### src/sv/dhte_pkg.sv
`timescale 1ns / 1ps
// ----------------------------------------------------------------------------
// dhte_pkg
// Shared types and constants of the double hashing table engine.
// ----------------------------------------------------------------------------
package dhte_pkg;

  localparam int TABLE_SLOTS_DEF   = 1024;
  localparam int MAX_KEY_BYTES_DEF = 8;

  localparam int CFG_W   = 11;
  localparam int TOTAL_W = 11;
  localparam int LEN_W   = 4;
  localparam int HASH_W  = 32;
  localparam int VAL_W   = 32;
  localparam int KEYP_W  = 64;
  localparam int FUNC_W  = 2;

  localparam logic [HASH_W-1:0] FNV_BASIS = 32'h811c9dc5;
  localparam logic [HASH_W-1:0] FNV_PRIME = 32'd16777619;
  localparam logic [CFG_W-1:0]  MOD_MIN   = 11'd13;
  localparam logic [CFG_W-1:0]  MOD_RESET = 11'd1021;

  localparam logic [FUNC_W-1:0] FUNC_SET   = 2'd0;
  localparam logic [FUNC_W-1:0] FUNC_GET   = 2'd1;
  localparam logic [FUNC_W-1:0] FUNC_CLEAR = 2'd2;

  typedef enum logic [1:0] {
    MARK_EMPTY = 2'd0,
    MARK_LIVE  = 2'd1,
    MARK_TOMB  = 2'd2
  } mark_t;

  typedef enum logic [3:0] {
    S_CLEAR,
    S_IDLE,
    S_HASH,
    S_DIV_M,
    S_DIV_S,
    S_RD,
    S_CHK,
    S_RES,
    S_DONE
  } state_t;

endpackage

### src/sv/dhte_divider.sv
`timescale 1ns / 1ps
// ----------------------------------------------------------------------------
// dhte_divider
// Restoring remainder unit, one dividend bit per cycle.
// ----------------------------------------------------------------------------
module dhte_divider
  import dhte_pkg::*;
#(
  parameter int DW = 11
) (
  input  logic              clk,
  input  logic              rst,
  input  logic              start,
  input  logic [HASH_W-1:0] dividend,
  input  logic [DW-1:0]     divisor,
  output logic              done,
  output logic [DW-1:0]     remainder
);

  logic [HASH_W-1:0] shreg;
  logic [DW-1:0]     dreg;
  logic [DW-1:0]     rem;
  logic [4:0]        cnt;
  logic              busy;
  logic [DW:0]       trial;

  assign trial     = {rem, shreg[HASH_W-1]};
  assign remainder = rem;

  always_ff @(posedge clk) begin
    if (rst) begin
      busy <= 1'b0;
      done <= 1'b0;
      cnt  <= '0;
    end else if (start) begin
      busy  <= 1'b1;
      done  <= 1'b0;
      cnt   <= '0;
      shreg <= dividend;
      dreg  <= divisor;
      rem   <= '0;
    end else if (busy) begin
      if (trial >= {1'b0, dreg}) begin
        rem <= DW'(trial - {1'b0, dreg});
      end else begin
        rem <= trial[DW-1:0];
      end
      shreg <= {shreg[HASH_W-2:0], 1'b0};
      cnt   <= cnt + 5'd1;
      if (cnt == 5'd31) begin
        busy <= 1'b0;
        done <= 1'b1;
      end
    end else begin
      done <= 1'b0;
    end
  end

endmodule

### config.mk
export PLATFORM = sky130hd
export DESIGN_NAME = dhte_divider
export DESIGN_NICKNAME = d
export VERILOG_FILES = /design/src/sv/dhte_pkg.sv /design/src/sv/dhte_divider.sv
export SDC_FILE = /design/constraint.sdc
export NUM_CORES = 1
export LEC_CHECK = 0
export ABC_AREA = 1
export ABC_CLOCK_PERIOD_IN_PS = 4500
export BUFFER_PORTS_ARGS = -buffer_cell sky130_fd_sc_hd__buf_2
export CORE_ASPECT_RATIO = 1.2
export CORE_MARGIN = 2
export CORE_UTILIZATION = 58
export CTS_BUF_LIST = sky130_fd_sc_hd__clkbuf_8
export DETAILED_ROUTE_END_ITERATION = 10
export HOLD_SLACK_MARGIN = 0.08
export PLACE_DENSITY = 0.88
export RECOVER_POWER = 25
export SLEW_MARGIN = 10
export SYNTH_ARGS = -nofsm -noshare
export SYNTH_HDL_FRONTEND = slang
export SYNTH_SLANG_ARGS = --single-unit
### constraint.sdc
create_clock -name clk -period 4.5 [get_ports clk]
set_clock_uncertainty 0.05 [all_clocks]
set_input_delay 0.225 -clock clk [delete_from_list [all_inputs] [get_ports clk]]
set_output_delay 0.225 -clock clk [all_outputs]
set_load 0.05 [all_outputs]
Word level (Yosys, flattened, before mapping)
Cells that the tools add are included.

word-level totals
  register bits = 61
  latch bits = 0
  RAM bits = 0
  ROM bits = 0
  input port bits = 46
  output and inout port bits = 12
  word-level logic and storage cells = 24
  memories kept = 0

cells by class
  add/sub/neg operators = 2
  multiply operators = 0
  div/mod/pow operators = 0
  order comparisons = 1
  equality and inequality tests = 1
  shift operators = 0
  muxes and demuxes = 7
  bitwise operators = 2
  reductions and logical operators = 5

operators with widths
  cell                                                           number
  32-bit 2-to-1 mux                                              2
  11-bit 2-to-1 mux                                              2
  12-bit by 11-bit >= comparator with 1-bit output               1
  11-bit subtractor                                              1
  5-bit by 1-bit adder with 5-bit output, second input constant  1
  5-bit equality test, second input constant                     1
  2-bit AND reduction                                            2
  1-bit 2-to-1 mux                                               3
  3-bit OR reduction                                             1
  1-bit NOT                                                      2
  2-bit nonzero test                                             1
  2-bit OR reduction                                             1

Logic depth before layout (Yosys ltp)
  depth in word-level cells = 4
  gate-level depth with buffers = 14
  depth with buffers taken out = 13

Worst setup path after synthesis
OpenSTA, ideal clock, no wires.

  path kind = in2reg
  from = input start
  to = register rem[0], in the netlist remainder[0] (enable)
  library setup time = 0.458 ns
  arrival time = 2.888 ns
  required time = 3.992 ns
  setup slack = 1.104 ns
  stages on the path = 4
  buffers on the path = 2
  cell sequence = clkbuf_1 > inv_2 > buf_4 > a21oi_1

on the way
  longest elaborated chain between the ends = 2

ends and longest elaborated chain
  element                               RTL line            source
  start, declared                       dhte_divider.sv:13  input logic start,
  2-bit nonzero test (no source line)   --
  2-bit AND reduction (no source line)  --
  end signal, assigned                  dhte_divider.sv:44  rem <= DW'(trial - {1'b0, dreg});
  end signal, assigned                  dhte_divider.sv:46  rem <= trial[DW-1:0];
  end, declared                         dhte_divider.sv:22  logic [DW-1:0] rem;

No other way between the ends.
A chain may end at the register's enable or synchronous reset.

Worst setup path after layout
  from = input start
  to = register shreg[17] (enable)

on the way
  longest elaborated chain between the ends = 2

ends and longest elaborated chain
  element                               RTL line            source
  2-bit nonzero test (no source line)   --
  2-bit AND reduction (no source line)  --
  end signal, assigned                  dhte_divider.sv:39  shreg <= dividend;
  end signal, assigned                  dhte_divider.sv:48  shreg <= {shreg[HASH_W-2:0], 1'b0};
  end, declared                         dhte_divider.sv:20  logic [HASH_W-1:0] shreg;

No other way between the ends.

==> flow_metrics.env <==
export IMPL_outcome="finished clean"
export IMPL_power_mw=1.489
export IMPL_cellLeakagePower_nw=1.892
export IMPL_timing_slew_headroom_pct=13.60
export IMPL_grt_pass1_wl_um=11180
export IMPL_clk_pin_slew_ns=0.06
export IMPL_syn_num_nets=438
export IMPL_drt_iter0_markers=104
export IMPL_cts_resized_gates=0
export IMPL_vias=2631
export IMPL_tightest_slew_ns=1.296
export IMPL_required_ns=4.46
export IMPL_syn_area_um2=3281
export IMPL_fin_setup_tns_ns=0
export IMPL_wl_per_cell_um=12.53
export IMPL_finalHoldViolCount=0
export IMPL_ys_ff_latch=61
export IMPL_cts_buffers=9
export IMPL_setup_viol=0
export IMPL_finish_instance_area_um2=3914
export IMPL_fillers=413
export IMPL_synthFlopType="edfxtp_1"
export IMPL_synth_cell_types=29
export IMPL_clk_latency_ns=0.33
export IMPL_nets=509
export IMPL_fmaxAchievable_ghz=0.3224
export IMPL_end_kind="flop"
export IMPL_cts_hold_buf=11
export IMPL_die_area_um2=6276
export IMPL_ff_latch_area_um2=1762
export IMPL_die_w_um=72.66
export IMPL_core_rowCount=30
export IMPL_start_util_pct=59.05
export IMPL_synthCells=378
export IMPL_grt_max_degree=45
export IMPL_period_needed_ns=3.102
export IMPL_grt_ovfl_total=0
export IMPL_drt_pass1_iter_count=6
export IMPL_min_path_type="input port to flop"
export IMPL_cts_tree="yes"
export IMPL_cts_sinks=61
export IMPL_gp_congestion=0.9208
export IMPL_final_cells=518
export IMPL_start_kind="input port"
export IMPL_ant_nets=0
export IMPL_first_global_vias=2608
export IMPL_clock_path_buffers=2
export IMPL_worstPathMaxFanout=44
export IMPL_diodes=0
export IMPL_power_density_nw_per_um2=380.5
export IMPL_port_buffer_count=57
export IMPL_syn_to_final_growth_pct=19.30
export IMPL_dpl_cell_area_um2=3616
export IMPL_multi_input_area_um2=1294
export IMPL_fp_coreArea_um2=5555
export IMPL_cp_arrival_ns=3.06
export IMPL_viasPerCell=5.079
export IMPL_synth_edff_count=54
export IMPL_wl_um=6488
export IMPL_finalCritPeriodShare_pct=68.93
export IMPL_ios=58
export IMPL_ys_warnings_count=0
export IMPL_antenna_found_initial=0
export IMPL_reg2reg_slack_ns=2.13
export IMPL_syn_avg_cell_area_um2=8.679
export IMPL_htree_levels=3
export IMPL_post_cts_setup_buffers=0
export IMPL_dp_cells=491
export IMPL_cap_violations=0
export IMPL_rsz0062_at_grt="false"
export IMPL_ys_seq_area_share_pct=53.70
export IMPL_die_h_um=86.39
export IMPL_hpwlAfterDp_um=4554
export IMPL_drc=0
export IMPL_peakVddDrop_mv=0.3966
export IMPL_final_layout_size_suffix_gt1_share_pct=19.82
export IMPL_fin_util_pct=70.45
export IMPL_root_buffer="clkbuf_8"
export IMPL_synthArstFlopShare_pct=0
export IMPL_grt_total_usage_pct=22.96
export IMPL_finalMaxSlewViolations=0
export IMPL_critPathKind="input port to flop"
==> cell type report <==
type	instances	area share [%]
Clock buffer	12	4.220
Clock inverter	4	1.055
Inverter	50	4.795
Multi-Input combinational cell	258	33.06
Sequential cell	61	45.01
Tap cell	64	2.046
Timing Repair Buffer	69	9.815
==> sequential cells by signal, summed over array words and instances, names as in the netlist <==
| name | cells |
|---|---|
| remainder | 11 |
| done | 1 |
| busy | 1 |
| shreg | 32 |
| cnt | 5 |
| dreg | 11 |
==> per-stage QoR <==
step | setup WS (ns) | hold slack [ns]
3_3_place_gp | 1.847 | 0.3521
3_5_place_dp | 1.796 | 0.3536
2_1_floorplan | 1.104 | 0.2474
5_1_grt | 1.027 | 0.1003
4_1_cts | 2.121 | 0.08335
6_report | 1.398 | 0.09345
==> cell usage in the layout (no fill, tap or decap), types with 5 or more instances in the layout <==
cell	n
nor2_1	28
nand2_1	155
clkbuf_8	12
nor2_2	10
edfxtp_1	54
nor3_1	5
dlygate4sd3_1	11
a21oi_1	6
clkbuf_1	15
buf_2	42
inv_2	7
inv_1	43
nand3_1	10
o21ai_2	7
ha_1	13
dfxtp_1	7
==> cells by family (layout without fill, tap and decap cells) <==
group	Yosys count	in the layout	share of synthesized area [%]
AND/OR/NAND/NOR	220	220	28.45
flip-flops	61	61	53.70
buffers and inverters	59	135	7.208
AO/OA/AOI/OAI	21	21	4.272
adder cells (fa/ha/maj)	14	14	5.568
XOR/XNOR	3	3	0.8011
==> path summary, 6_finish.rpt <==
path / from / endpoint / depth (start not counted)
max: start / shreg[17] / 4
min: rst / busy / 2
min reg2reg: cnt[4] / cnt[4] / 2
max reg2reg: shreg[31] / remainder[5] / 13
==> layer usage <==
layer / routed length, µm / global-route usage (%) / vias to the layer above
li1: - / - / 1335
met1: 2779 / 29.16 / 1207
met2: 3242 / 38.51 / 74
met3: 292 / 4.070 / 15
met4: 174 / 9.764 / 0
met5: 0 / 0 / -
==> cell usage after synthesis (5+ instances only) <==
| cell | count | share of area (%) |
|---|---|---|
| nand2_1 | 155 | 18 |
| edfxtp_1 | 54 | 49 |
| inv_1 | 40 | 4.6 |
| nor2_1 | 28 | 3.2 |
| ha_1 | 13 | 5.0 |
| nand3_1 | 10 | 1.5 |
| nor2_2 | 10 | 1.9 |
| a21oi_1 | 7 | 1.1 |
| clkbuf_1 | 7 | 0.80 |
| dfxtp_1 | 7 | 4.3 |
| inv_2 | 7 | 0.80 |
| o21ai_2 | 7 | 1.9 |
| nor3_1 | 5 | 0.76 |
==> critical path: stages <==
cell and delay, ns:
clkbuf_1 0.93, inv_2 0.68, a21oi_4 0.83, buf_4 0.39
==> where the power goes <==
group | switching [mW] | internal [mW]
clock network | 0.193 | 0.295
logic | 0.207 | 0.107
registers | 0.0206 | 0.666
total | 0.421 | 1.07
Note: power is estimated with default switching activity, not from simulation.
